`src/rtl/scq_pkg.sv`:
```
// Shared types and character constants for the shell string quoter.
package scq_pkg;

    localparam int MaxBytes  = 6;
    localparam int CntW      = 3;
    localparam int QDepth    = 4;
    localparam int QPtrW     = 2;
    localparam int QCntW     = 3;

    localparam logic [7:0] CH_QUOTE  = 8'h27;
    localparam logic [7:0] CH_CARET  = 8'h5E;
    localparam logic [7:0] CH_BSLASH = 8'h5C;
    localparam logic [7:0] CH_ZERO   = 8'h30;
    localparam logic [7:0] CH_ESC    = 8'h1B;
    localparam logic [7:0] CH_NONE   = 8'h00;

    // Output bytes of one input item, first byte in slot 0.
    typedef struct packed {
        logic [MaxBytes-1:0][7:0] bytes;
        logic [CntW-1:0]          cnt;
    } desc_t;

    typedef struct packed {
        logic  push;
        desc_t desc;
    } q_push_t;

    typedef struct packed {
        logic  empty;
        desc_t head;
    } q_head_t;

    // Letter for the short escapes, CH_NONE when the byte goes out in octal.
    function automatic logic [7:0] esc_letter(input logic [7:0] c);
        logic [7:0] l;
        unique case (c)
            8'h07:   l = 8'h61; // a
            8'h08:   l = 8'h62; // b
            8'h0C:   l = 8'h66; // f
            8'h0A:   l = 8'h6E; // n
            8'h0D:   l = 8'h72; // r
            8'h09:   l = 8'h74; // t
            CH_ESC:  l = 8'h65; // e
            default: l = CH_NONE;
        endcase
        return l;
    endfunction

endpackage

```
`src/rtl/scq_front.sv`:
```
// Front end: classifies each input item and builds its output bytes.
module scq_front (
    input  logic                  aclk,
    input  logic                  aresetn,
    input  logic                  accept,
    input  logic [7:0]            char_byte,
    input  logic                  end_mark,
    output scq_pkg::q_push_t      push_o
);

    typedef enum logic [1:0] {
        MODE_BEGIN    = 2'd0,
        MODE_QUOTED   = 2'd1,
        MODE_UNQUOTED = 2'd2
    } mode_t;

    mode_t mode_reg, mode_next;
    scq_pkg::desc_t desc;

    always_comb begin
        logic [scq_pkg::CntW-1:0] n;
        logic [7:0]               letter;
        logic                     printable;
        n          = '0;
        desc.bytes = '0;
        letter     = scq_pkg::esc_letter(char_byte);
        printable  = (char_byte >= 8'h20) && (char_byte <= 8'h7E);
        mode_next  = mode_reg;
        if (end_mark) begin
            if (mode_reg == MODE_BEGIN) begin
                desc.bytes[0] = scq_pkg::CH_QUOTE;
                desc.bytes[1] = scq_pkg::CH_QUOTE;
                n = 3'd2;
            end else if (mode_reg == MODE_QUOTED) begin
                desc.bytes[0] = scq_pkg::CH_QUOTE;
                n = 3'd1;
            end
            mode_next = MODE_BEGIN;
        end else if (!printable) begin
            if (mode_reg == MODE_QUOTED) begin
                desc.bytes[n] = scq_pkg::CH_QUOTE;
                n = n + 3'd1;
            end
            if (mode_reg != MODE_BEGIN) begin
                desc.bytes[n] = scq_pkg::CH_CARET;
                n = n + 3'd1;
            end
            desc.bytes[n] = scq_pkg::CH_BSLASH;
            n = n + 3'd1;
            if (letter != scq_pkg::CH_NONE) begin
                desc.bytes[n] = letter;
                n = n + 3'd1;
            end else begin
                if (char_byte >= 8'd64) begin
                    desc.bytes[n] = scq_pkg::CH_ZERO + {6'd0, char_byte[7:6]};
                    n = n + 3'd1;
                end
                if (char_byte >= 8'd8) begin
                    desc.bytes[n] = scq_pkg::CH_ZERO + {5'd0, char_byte[5:3]};
                    n = n + 3'd1;
                end
                desc.bytes[n] = scq_pkg::CH_ZERO + {5'd0, char_byte[2:0]};
                n = n + 3'd1;
            end
            mode_next = MODE_UNQUOTED;
        end else begin
            if (mode_reg != MODE_BEGIN && mode_reg != MODE_QUOTED) begin
                desc.bytes[n] = scq_pkg::CH_CARET;
                n = n + 3'd1;
            end
            if (mode_reg != MODE_QUOTED) begin
                desc.bytes[n] = scq_pkg::CH_QUOTE;
                n = n + 3'd1;
            end
            if (char_byte == scq_pkg::CH_QUOTE) begin
                desc.bytes[n] = scq_pkg::CH_QUOTE;
                n = n + 3'd1;
            end
            desc.bytes[n] = char_byte;
            n = n + 3'd1;
            mode_next = MODE_QUOTED;
        end
        desc.cnt = n;
    end

    // An end item after an escape makes no bytes and takes no queue slot.
    assign push_o.push = accept && (desc.cnt != '0);
    assign push_o.desc = desc;

    always_ff @(posedge aclk) begin
        if (!aresetn) begin
            mode_reg <= MODE_BEGIN;
        end else if (accept) begin
            mode_reg <= mode_next;
        end
    end

endmodule

```
`src/rtl/scq_queue.sv`:
```
// Small queue of per-item byte groups between front and back end.
module scq_queue (
    input  logic              aclk,
    input  logic              aresetn,
    input  scq_pkg::q_push_t  push_i,
    input  logic              pop,
    output scq_pkg::q_head_t  head_o,
    output logic              full
);

    scq_pkg::desc_t mem [scq_pkg::QDepth];
    logic [scq_pkg::QPtrW-1:0] wr_ptr_reg, rd_ptr_reg;
    logic [scq_pkg::QCntW-1:0] cnt_reg, cnt_next;
    logic do_push, do_pop;

    assign full         = (cnt_reg == scq_pkg::QCntW'(scq_pkg::QDepth));
    assign head_o.empty = (cnt_reg == '0);
    assign head_o.head  = mem[rd_ptr_reg];
    assign do_push      = push_i.push && !full;
    assign do_pop       = pop && !head_o.empty;

    always_comb begin
        cnt_next = cnt_reg;
        if (do_push && !do_pop) begin
            cnt_next = cnt_reg + 1'b1;
        end else if (do_pop && !do_push) begin
            cnt_next = cnt_reg - 1'b1;
        end
    end

    always_ff @(posedge aclk) begin
        if (!aresetn) begin
            wr_ptr_reg <= '0;
            rd_ptr_reg <= '0;
            cnt_reg    <= '0;
        end else begin
            if (do_push) begin
                wr_ptr_reg <= wr_ptr_reg + 1'b1;
            end
            if (do_pop) begin
                rd_ptr_reg <= rd_ptr_reg + 1'b1;
            end
            cnt_reg <= cnt_next;
        end
    end

    always_ff @(posedge aclk) begin
        if (do_push) begin
            mem[wr_ptr_reg] <= push_i.desc;
        end
    end

endmodule

```
`src/rtl/scq_back.sv`:
```
// Back end: shifts the queued byte groups out one byte per item.
module scq_back (
    input  logic              aclk,
    input  logic              aresetn,
    input  scq_pkg::q_head_t  head_i,
    output logic              pop,
    output logic              m_tvalid,
    input  logic              m_tready,
    output logic [7:0]        m_tdata,
    output logic              m_tlast
);

    logic [scq_pkg::MaxBytes-1:0][7:0] bytes_reg, bytes_next;
    logic [scq_pkg::CntW-1:0]          cnt_reg, cnt_next;
    logic                              valid_reg, valid_next;
    logic                              out_fire, need_load;

    assign m_tvalid  = valid_reg;
    assign m_tdata   = bytes_reg[0];
    assign m_tlast   = (cnt_reg == scq_pkg::CntW'(1));
    assign out_fire  = valid_reg && m_tready;
    assign need_load = !valid_reg || (out_fire && m_tlast);
    assign pop       = need_load && !head_i.empty;

    always_comb begin
        bytes_next = bytes_reg;
        cnt_next   = cnt_reg;
        valid_next = valid_reg;
        if (pop) begin
            bytes_next = head_i.head.bytes;
            cnt_next   = head_i.head.cnt;
            valid_next = 1'b1;
        end else if (need_load) begin
            valid_next = 1'b0;
        end else if (out_fire) begin
            bytes_next = {8'd0, bytes_reg[scq_pkg::MaxBytes-1:1]};
            cnt_next   = cnt_reg - 1'b1;
        end
    end

    always_ff @(posedge aclk) begin
        if (!aresetn) begin
            valid_reg <= 1'b0;
        end else begin
            valid_reg <= valid_next;
        end
        bytes_reg <= bytes_next;
        cnt_reg   <= cnt_next;
    end

endmodule

```
`src/rtl/shell_string_quoter.sv`:
```
// Top level of the shell string quoter.
//
// Input stream (s_*): one string byte per item in s_tdata, or an end item with
// s_tuser high (s_tdata ignored). Output stream (m_*): one quoted-text byte per
// item in m_tdata; m_tlast marks the final byte caused by one input item.
// Printable bytes go into single-quoted runs, other bytes go out as ^-joined
// backslash escapes; the end item closes the quoting and restarts.
//
// Each input item turns into 0 to 6 output bytes in the front end in the cycle
// it is accepted and lands in a four-entry queue. The back end shifts bytes out
// at one per cycle while m_tready is high; an item's bytes are registered in the
// queue and then in the back end's output register. Input is taken one item per
// cycle while the queue has room; sustained input is bounded by the bytes made
// per item, set by the single output byte per cycle of the back end. An end item
// after an escape makes no bytes.
//
// Reset (aresetn low, synchronous) empties the queue and the output register and
// returns the quoting state to the string start. When m_tready is low the
// current byte holds, the queue fills, and s_tready drops once it is full.
module shell_string_quoter (
    input  logic       aclk,
    input  logic       aresetn,
    input  logic       s_tvalid,
    output logic       s_tready,
    input  logic [7:0] s_tdata,   // [7:0] char_byte
    input  logic       s_tuser,   // [0] end_mark
    output logic       m_tvalid,
    input  logic       m_tready,
    output logic [7:0] m_tdata,   // [7:0] out_byte
    output logic       m_tlast
);

    scq_pkg::q_push_t push;
    scq_pkg::q_head_t head;
    logic             full, pop, accept;

    assign s_tready = !full;
    assign accept   = s_tvalid && s_tready;

    scq_front u_front (
        .aclk      (aclk),
        .aresetn   (aresetn),
        .accept    (accept),
        .char_byte (s_tdata),
        .end_mark  (s_tuser),
        .push_o    (push)
    );

    scq_queue u_queue (
        .aclk    (aclk),
        .aresetn (aresetn),
        .push_i  (push),
        .pop     (pop),
        .head_o  (head),
        .full    (full)
    );

    scq_back u_back (
        .aclk     (aclk),
        .aresetn  (aresetn),
        .head_i   (head),
        .pop      (pop),
        .m_tvalid (m_tvalid),
        .m_tready (m_tready),
        .m_tdata  (m_tdata),
        .m_tlast  (m_tlast)
    );

endmodule

```
`config.mk`:
```
export PLATFORM = sky130hd
export DESIGN_NAME = shell_string_quoter
export DESIGN_NICKNAME = d
export VERILOG_FILES = /design/src/rtl/scq_pkg.sv /design/src/rtl/scq_front.sv /design/src/rtl/scq_queue.sv /design/src/rtl/scq_back.sv /design/src/rtl/shell_string_quoter.sv
export SDC_FILE = /design/constraint.sdc
export NUM_CORES = 1
export LEC_CHECK = 0
export ABC_AREA = 1
export BUFFER_PORTS_ARGS = -buffer_cell sky130_fd_sc_hd__buf_2
export CAP_MARGIN = 30
export CORE_ASPECT_RATIO = 1.1
export CORE_MARGIN = 2
export CORE_UTILIZATION = 40
export DETAILED_ROUTE_END_ITERATION = 12
export HOLD_SLACK_MARGIN = 0.03
export SYNTH_ARGS = -nofsm -noshare
export SYNTH_HDL_FRONTEND = slang
export SYNTH_SLANG_ARGS = --single-unit
```
`constraint.sdc`:
```
create_clock -name aclk -period 11.13 [get_ports aclk]
set_input_delay 1.113 -clock aclk [delete_from_list [all_inputs] [get_ports aclk]]
set_output_delay 1.113 -clock aclk [all_outputs]
set_load 0.01 [all_outputs]
```
==> results of run 1 <==
==> where the power goes <==
part | switching (mW) | internal (mW) | total, mW
Sequential | 0.0786 | 1.43 | 1.51
Combinational | 0.757 | 0.297 | 1.05
Clock | 0.351 | 0.482 | 0.832
==> final cells by class <==
cell class | instances | area (um^2) | area share
Tap cell | 414 | 518 | 0.0377
Multi-Input combinational cell | 803 | 4000 | 0.291
Clock buffer | 33 | 728 | 0.0530
Timing Repair Buffer | 37 | 230 | 0.0168
Antenna cell | 1 | 2.50 | 0.000182
Inverter | 73 | 277 | 0.0201
Sequential cell | 267 | 7900 | 0.575
Clock inverter | 10 | 78.8 | 0.00574
==> layout by cell type, fill, tap and decap left out, drive strengths merged, types with 12 or more instances in the layout <==
| master | instances |
|---|---|
| o21ai | 175 |
| nor3 | 17 |
| clkbuf | 34 |
| a21oi | 38 |
| a31oi | 45 |
| nor2 | 305 |
| inv | 74 |
| nand2 | 107 |
| ha | 13 |
| dfxtp | 12 |
| nand3 | 35 |
| buf | 36 |
| conb | 24 |
| edfxtp | 255 |
==> critical path: stages, from the launching register on <==
cell and delay, ns:
dfxtp_1 0.37, nor2_1 0.11, buf_4 0.26, inv_1 0.28, ha_1 0.70, xor2_4 0.33
inv_2 0.10, nand2_1 0.11, nand2_4 0.09, ha_1 0.29, inv_1 0.04, nand3_1 0.12
nand3_2 0.09, nand2_2 0.11, inv_2 0.05, nand3_4 0.07, nand2_2 0.15, inv_1 0.10
ha_1 0.13, inv_1 0.07, fa_1 0.38, a21oi_1 0.14, o21ai_0 0.11, o21ai_0 0.16
a21oi_1 0.05
==> worst paths after layout <==
path	from	endpoint	slack [ns]
hold reg to reg	u_queue.rd_ptr_reg[1]$_SDFFE_PN0P_	flip-flop	0.46
setup / recovery	u_front.mode_reg[1]$_SDFFE_PN0P_	u_queue.cnt_reg[2]$_SDFFE_PN0P_	6.58
setup reg to reg	u_front.mode_reg[1]$_SDFFE_PN0P_	u_queue.cnt_reg[2]$_SDFFE_PN0P_	6.58
hold / removal	u_queue.rd_ptr_reg[1]$_SDFFE_PN0P_	flip-flop	0.46
==> cell families (layout without fill, tap and decap cells) <==
kind of cell | after synthesis | after routing | synth area share
compound gates | 288 | 288 | 0.128
xor+xnor | 3 | 3 | 0.00364
fa+ha+maj | 14 | 14 | 0.0148
buf+inv | 142 | 153 | 0.0493
flops | 267 | 267 | 0.638
other cells | 1 | 25 | 0.000303
simple gates | 474 | 474 | 0.167
==> per-layer routing <==
metal  share of wire  wire length (um)
met5               0                 0
met4           0.047              1460
met2            0.47             14700
met1            0.43             13500
met3           0.053              1670
==> results.py, run 1 <==
metrics = {
    "synth": {
        "synth_cell_types": 50,
        "synth_top_area_frac": 0.618,
        "yosysMostFrequentCell": "nor2_1",
        "synth-main-ff-cell": "edfxtp_1",
        "synth_edf_count": 255,
        "synthCells": 1189,
        "yosys_warnings": 0,
        "async_reset_ff_frac": 0,
        "synth_common_cells": "296 x nor2_1, 255 x edfxtp_1, 166 x o21ai_0",
        "synth.avg_cell_area_um2": 10.4,
        "ys_seq_area_frac": 0.638,
        "yosys.area.top_type": "edfxtp_1",
        "synth-seq-cells": 267,
        "synth.top_cells.by_area": "edfxtp_1 62%, nor2_1 9.0%, o21ai_0 6.7%",
        "synth_area_um2": 12400,
    },
    "placement": {
        "dpl_worst_slack_ns": 6.66,
        "place.gp.congestion": 0.998,
        "port_buffers": 23,
        "hpwl_mm": 19.5,
        "placed_cells": 1593,
        "placed_area_um2": 12900,
    },
    "grt": {
        "met2_usage": 0.316,
        "grt_usage": 0.195,
        "antenna_found_initial": 0,
        "grt_overflow": 0,
        "grt.busiest_layer": "met2",
        "grt_first_pass_wirelength_mm": 48.5,
        "met3_usage": 0.0235,
        "first_global_vias": 8489,
        "grt_max_degree": 87,
        "grt_util_met1": 0.262,
    },
    "finish": {
        "area_growth_pct": 11.0,
        "fillers": 2851,
        "finish.utilization": 0.450,
        "largest_reg_flops": 204,
        "drive_above_1_share": 0.110,
        "stdcell_area_um2": 13700,
        "nets": 1235,
        "fin_cells": 1638,
    },
    "timing": {
        "worst_pin_slew_ns": 0.967,
        "hold_ws_ns": 0.459,
        "grt_setup_unrepaired": "no",
        "final-setup-viol-count": 0,
        "maxClockFrequency_ghz": 0.220,
        "fin_skew_ns": 0.0223,
        "period_share": 0.409,
        "setup_tns_ns": 0,
        "maxSlewHeadroom": 0.355,
        "layout_min_cycle_time_ns": 4.55,
        "worst_slack_ns": 6.58,
        "hold_viol": 0,
        "slew_violations": 0,
    },
    "cts": {
        "cts_root_buffer": "clkbuf_16",
        "clockBufferDepth": 3,
        "cts.sinks": 267,
        "clock_latency_ns": 0.53,
        "h-tree-depth": 1,
        "cts-buffers-inserted": 26,
        "postCtsSetupRepairBufs": 0,
        "cts_hold_buf": 0,
        "cts_resized": 0,
        "path_clk_slew_ns": 0.06,
        "cts_tree": "built",
    },
    "pwr": {
        "p_per_area_nw_per_um2": 247,
        "peakVddDrop_v": 0.000150,
        "power_mw": 3.39,
        "leakage_nw": 4.91,
    },
    "routing": {
        "vias": 8710,
        "drc": 0,
        "first_iter_violations": 815,
        "antenna_left": 0,
        "drtPass1Iterations": 5,
        "wl_mm": 31.3,
        "avgRoutedWirePerCell_um": 19.1,
        "viasPerCell": 5.32,
    },
    "critical_path": {
        "cp.required_ns": 11.54,
        "cp-start-kind": "flip-flop",
        "path_max_fanout": 15,
        "r2r_cells": 24,
        "cp-end-kind": "flip-flop",
        "criticalPathCategory": "reg2reg",
        "crit_arrival_ns": 4.96,
    },
    "job": {
        "max-cap-violations": 0,
    },
    "floorplanning": {
        "die_x_um": 172,
        "fp-row-count": 67,
        "start_util": 0.406,
        "die_area_um2": 32400,
        "boundaryPins": 24,
        "core_area_um2": 30500,
        "die_h_um": 189,
    },
    "worst_hold_path": {
        "hold_depth": 2,
        "min_path_type": "reg2reg",
    },
    "run_status": {
        "status": "complete, no violations",
    },
}
Note: power is estimated with default switching activity, not from simulation.
==> run 2: changes to the inputs <==
clock period = 3.7 ns   (was 11.13 ns; I/O delays follow)
==> results.py, run 2 (synthesis gave the netlist of run 1 again) <==
metrics = {
    "placement": {
        "placed_area_um2": 13300,
        "port_buffers": 23,
        "placed_cells": 1633,
        "hpwl_mm": 23.6,
        "place.gp.congestion": 1.01,
    },
    "finish": {
        "mostFrequentLayoutCells": "291 x nor2_1, 255 x edfxtp_1, 165 x o21ai_0, 90 x nand2_1, 58 x inv_1",
        "nets": 1275,
        "final_common_cell": "nor2_1",
        "area_growth_pct": 14.0,
        "fin_cells": 1677,
        "stdcell_area_um2": 14100,
        "num_antenna_cells": 0,
        "drive_above_1_share": 0.135,
        "largest_reg_flops": 204,
    },
    "critical_path": {
        "crit_start": "u_front.mode_reg[0]$_SDFFE_PN0P_",
        "path_max_fanout": 5,
        "cp-start-kind": "flip-flop",
        "cp.required_ns": 4.12,
        "r2r_slack_ns": 0.40,
        "crit-reg2reg-launch": "u_front.mode_reg[0]$_SDFFE_PN0P_",
        "cp-end-kind": "flip-flop",
        "crit_arrival_ns": 3.73,
        "r2r_cells": 23,
        "criticalPathCategory": "reg2reg",
        "worst_r2r_endpoint": "u_queue.cnt_reg[2]$_SDFFE_PN0P_",
    },
    "timing": {
        "setup_tns_ns": 0,
        "final-setup-viol-count": 0,
        "maxClockFrequency_ghz": 0.303,
        "maxSlewHeadroom": 0.294,
        "grt_setup_unrepaired": "no",
        "fin_skew_ns": 0.0126,
        "layout_min_cycle_time_ns": 3.30,
        "period_share": 0.892,
        "worst_pin_slew_ns": 1.05,
        "hold_viol": 0,
        "slew_violations": 0,
    },
    "worst_hold_path": {
        "min_path_type": "in2reg",
        "min_to": "u_queue.wr_ptr_reg[1]$_SDFFE_PN0P_",
        "hold_depth": 3,
        "hp-start": "aresetn",
    },
    "pwr": {
        "peakVddDrop_v": 0.000412,
        "p_per_area_nw_per_um2": 742,
        "leakage_nw": 5.12,
        "power_mw": 10.5,
    },
    "job": {
        "max-cap-violations": 0,
    },
    "run_status": {
        "status": "complete, no violations",
    },
    "floorplanning": {
        "boundaryPins": 24,
        "fp-row-count": 67,
        "die_h_um": 189,
        "die_area_um2": 32400,
        "core_area_um2": 30500,
        "die_x_um": 172,
        "start_util": 0.406,
    },
    "grt": {
        "antenna_found_initial": 0,
        "grt_max_degree": 75,
        "grt_overflow": 0,
        "grt_usage": 0.216,
        "grt_first_pass_wirelength_mm": 52.7,
        "first_global_vias": 8512,
    },
    "cts": {
        "cts_root_buffer": "clkbuf_16",
        "h-tree-depth": 1,
        "cts.sinks": 267,
        "clock_latency_ns": 0.54,
        "path_clk_slew_ns": 0.06,
        "clockBufferDepth": 3,
        "cts-buffers-inserted": 27,
        "cts_tree": "built",
        "cts_hold_buf": 0,
    },
    "routing": {
        "avgRoutedWirePerCell_um": 20.7,
        "drtPass1Iterations": 5,
        "wl_mm": 34.7,
        "first_iter_violations": 654,
        "drc": 0,
        "antenna_left": 0,
        "viasPerCell": 5.30,
        "vias": 8894,
    },
}
run 2: worst max-delay path by stage:
| stage | cells after the start | slack [ns] | to |
|---|---|---|---|
| detailed placement | 23 | 0.31 | u_queue.cnt_reg[2]$_SDFFE_PN0P_ |
| floorplan | 18 | 0.01 | u_queue.mem[0][0]$_DFFE_PP_ |
| global route | 24 | 0.03 | u_queue.cnt_reg[2]$_SDFFE_PN0P_ |
| global placement | 23 | 0.30 | u_queue.cnt_reg[2]$_SDFFE_PN0P_ |
| finish | 23 | 0.40 | u_queue.cnt_reg[2]$_SDFFE_PN0P_ |
| CTS | 24 | 0.38 | u_queue.cnt_reg[2]$_SDFFE_PN0P_ |
run 2: what timing repair did:
action                                  CTS  global route
setup buffers                             0             0
endpoints found under the setup margin    0             1
hold endpoints to repair                  0             0
resized for setup                         0             2
run 2: area by class of cell:
class,instances,area (um^2)
fill,2894,16400
multi-input combinational,803,4010
sequential,267,7900
inverter,73,277
tap,414,518
timing repair buffer,76,638
clock inverter,14,83.8
clock buffer,30,687
run 2: power by group:
group	internal [mW]	switching (mW)
combinational	1.11	2.45
sequential	4.29	0.210
clock	1.33	1.07
run 2: stage by stage:
stage / util / hold WS (ns) / worst slack [ns]
2_1_floorplan: - / 0.436 / 0.00987
3_3_place_gp: 0.437 / 0.439 / 0.304
3_5_place_dp: 0.437 / 0.453 / 0.312
4_1_cts: 0.462 / 0.151 / 0.375
5_1_grt: 0.462 / 0.166 / 0.0332
6_report: 0.462 / 0.159 / 0.398
run 2: per-layer routing:
layer,share of wire,global-route usage,vias to the layer above
li1,-,-,4263
met1,0.43,0.288,4358
met2,0.50,0.372,223
met3,0.035,0.0197,50
met4,0.031,0.0724,0
met5,0,0,-
run 2: critical path, cell delays in order (launching register included):
cell and delay (ns):
dfxtp_1 0.34, nor2_2 0.14, inv_1 0.07, ha_2 0.40, xor2_4 0.21, inv_2 0.05, nand2_1 0.09, nand2_4 0.06
ha_1 0.27, inv_1 0.05, nand3_1 0.09, nand3_2 0.08, nand2_2 0.08, inv_2 0.04, nand3_4 0.07, nand2_2 0.06
inv_1 0.06, ha_1 0.13, inv_1 0.07, fa_1 0.37, a21oi_1 0.14, o21ai_0 0.12, o21ai_1 0.13, a21oi_1 0.05
==> run 3: changes to the inputs <==
==> constraint.sdc (replaced) <==
create_clock -name aclk -period 3.7 [get_ports aclk]
set_input_delay 0.185 -clock aclk [delete_from_list [all_inputs] [get_ports aclk]]
set_output_delay 0.185 -clock aclk [all_outputs]
set_load 0.01 [all_outputs]
==> results.py, run 3 (synthesis gave the netlist of run 1 again) <==
metrics = {
    "timing": {
        "fin_skew_ns": 0.0207,
        "hold_ws_ns": 0.131,
        "grt_setup_unrepaired": "no",
        "period_share": 0.909,
        "worst_slack_ns": 0.336,
        "maxClockFrequency_ghz": 0.297,
        "layout_min_cycle_time_ns": 3.36,
        "worst_pin_slew_ns": 0.778,
        "setup_tns_ns": 0,
        "slew_violations": 0,
        "maxSlewHeadroom": 0.477,
        "final-setup-viol-count": 0,
        "hold_viol": 0,
    },
    "routing": {
        "viasPerCell": 5.34,
        "drtPass1Iterations": 6,
        "avgRoutedWirePerCell_um": 19.7,
        "vias": 8922,
        "first_iter_violations": 873,
        "antenna_left": 0,
        "drc": 0,
        "wl_mm": 32.9,
    },
    "placement": {
        "port_buffers": 23,
        "hpwl_mm": 21.6,
        "dpl_worst_slack_ns": 0.358,
        "place.gp.congestion": 1.01,
    },
    "grt": {
        "grt_max_degree": 60,
        "first_global_vias": 8865,
        "antenna_found_initial": 0,
        "grt_usage": 0.210,
        "grt_overflow": 0,
        "grt_first_pass_wirelength_mm": 51.6,
    },
    "finish": {
        "nets": 1265,
        "mostFrequentLayoutCells": "291 x nor2_1, 255 x edfxtp_1, 166 x o21ai_0, 90 x nand2_1, 58 x inv_1",
        "final_common_cell": "nor2_1",
        "area_growth_pct": 14.0,
        "largest_reg_flops": 204,
        "num_antenna_cells": 0,
        "drive_above_1_share": 0.130,
    },
    "pwr": {
        "p_per_area_nw_per_um2": 752,
        "leakage_nw": 5.09,
        "peakVddDrop_v": 0.000393,
    },
    "critical_path": {
        "crit_arrival_ns": 3.78,
        "r2r_slack_ns": 0.34,
        "criticalPathCategory": "reg2reg",
        "cp.required_ns": 4.11,
        "cpMostUsedCell": "inv_1",
        "path_max_fanout": 12,
        "crit_buf_inv": 9,
        "cp-end-kind": "flip-flop",
        "cp_top_family": "adder cells",
        "cp_cell_sequence": "nor2_2 -> inv_1 -> buf_4 -> ha_1 -> inv_1 -> nand2_1 -> o21ai_1 -> inv_1 -> ha_1 -> inv_1 -> o21ai_0 -> inv_1 -> nand2_2 -> inv_2 -> nand3_4 -> nand2_2 -> inv_1 -> ha_1 -> inv_1 -> fa_1 -> a21oi_1 -> o21ai_0 -> o21ai_0 -> a21oi_1",
        "cp-start-kind": "flip-flop",
        "critPathMaxStageDelay_ns": 0.37,
        "crit_slowest_cell": "fa_1",
    },
    "cts": {
        "cts.sinks": 267,
        "clock_latency_ns": 0.54,
        "cts-buffers-inserted": 27,
        "h-tree-depth": 1,
        "cts_root_buffer": "clkbuf_16",
        "path_clk_slew_ns": 0.06,
        "cts_resized": 0,
        "clockBufferDepth": 3,
        "cts_tree": "built",
    },
    "floorplanning": {
        "die_x_um": 172,
        "fp-row-count": 67,
        "die_h_um": 189,
        "die_area_um2": 32400,
        "core_area_um2": 30500,
        "boundaryPins": 24,
        "start_util": 0.406,
    },
    "job": {
        "max-cap-violations": 0,
    },
    "worst_hold_path": {
        "min_path_type": "in2reg",
    },
    "run_status": {
        "status": "complete, no violations",
    },
}
[run 3: cell count changes in the layout (fill, tap and decap cells not counted), sizes merged]
cell	previous run	this run
dlygate4sd3	0	1
inv	76	75
clkbuf	30	32
bufinv	0	3
clkinv	11	9
buf	76	65
clkinvlp	0	3
[run 3: tightest hold or removal path: stages]
cell and delay, ns:
buf_2 0.07, and2_1 0.11, buf_4 0.16, a21oi_1 0.08
[run 3: worst paths after layout]
| check | from | endpoint | cells after the start |
|---|---|---|---|
| hold / removal | s_tvalid | u_front.mode_reg[0]$_SDFFE_PN0P_ | 4 |
| hold reg to reg | u_queue.rd_ptr_reg[1]$_SDFFE_PN0P_ | flip-flop | 2 |
| setup reg to reg | u_front.mode_reg[0]$_SDFFE_PN0P_ | u_queue.cnt_reg[2]$_SDFFE_PN0P_ | 24 |
| setup / recovery | u_front.mode_reg[0]$_SDFFE_PN0P_ | u_queue.cnt_reg[2]$_SDFFE_PN0P_ | 24 |
[run 3: repair_timing]
item,in CTS,in global routing
endpoints found under the hold margin,12,0
setup buffers,0,0
hold buffers,1,0
[run 3: report_power, final]
part	leakage (nW)	internal, mW	switching [mW]	total (mW)
combinational	2.24	1.05	2.35	3.40
sequential	2.43	4.29	0.248	4.54
clock	0.416	1.56	1.12	2.67
[run 3: routing by layer]
layer | wire length (um) | GRT usage
met1 | 14000 | 0.272
met2 | 16000 | 0.354
met3 | 1520 | 0.0231
met4 | 1470 | 0.0937
met5 | 0 | 0
[run 3: through the flow]
stage          std cells  utilization  instance area [um^2]  total power, mW
2_1_floorplan       1212            -                 12500             6.83
3_3_place_gp        1621        0.433                 13200             8.01
3_5_place_dp        1622        0.434                 13200             8.03
4_1_cts             1672        0.463                 14100             10.7
5_1_grt             1672        0.463                 14100             11.3
6_report            1672        0.463                 14100             10.6
[run 3: cell type report]
cell class                      instances  area [um^2]
Tap cell                              414          518
Fill cell                            2884        16400
Timing Repair Buffer                   66          541
Clock buffer                           32          694
Multi-Input combinational cell        803         4000
Clock inverter                         17          179
Sequential cell                       267         7900
Inverter                               73          277
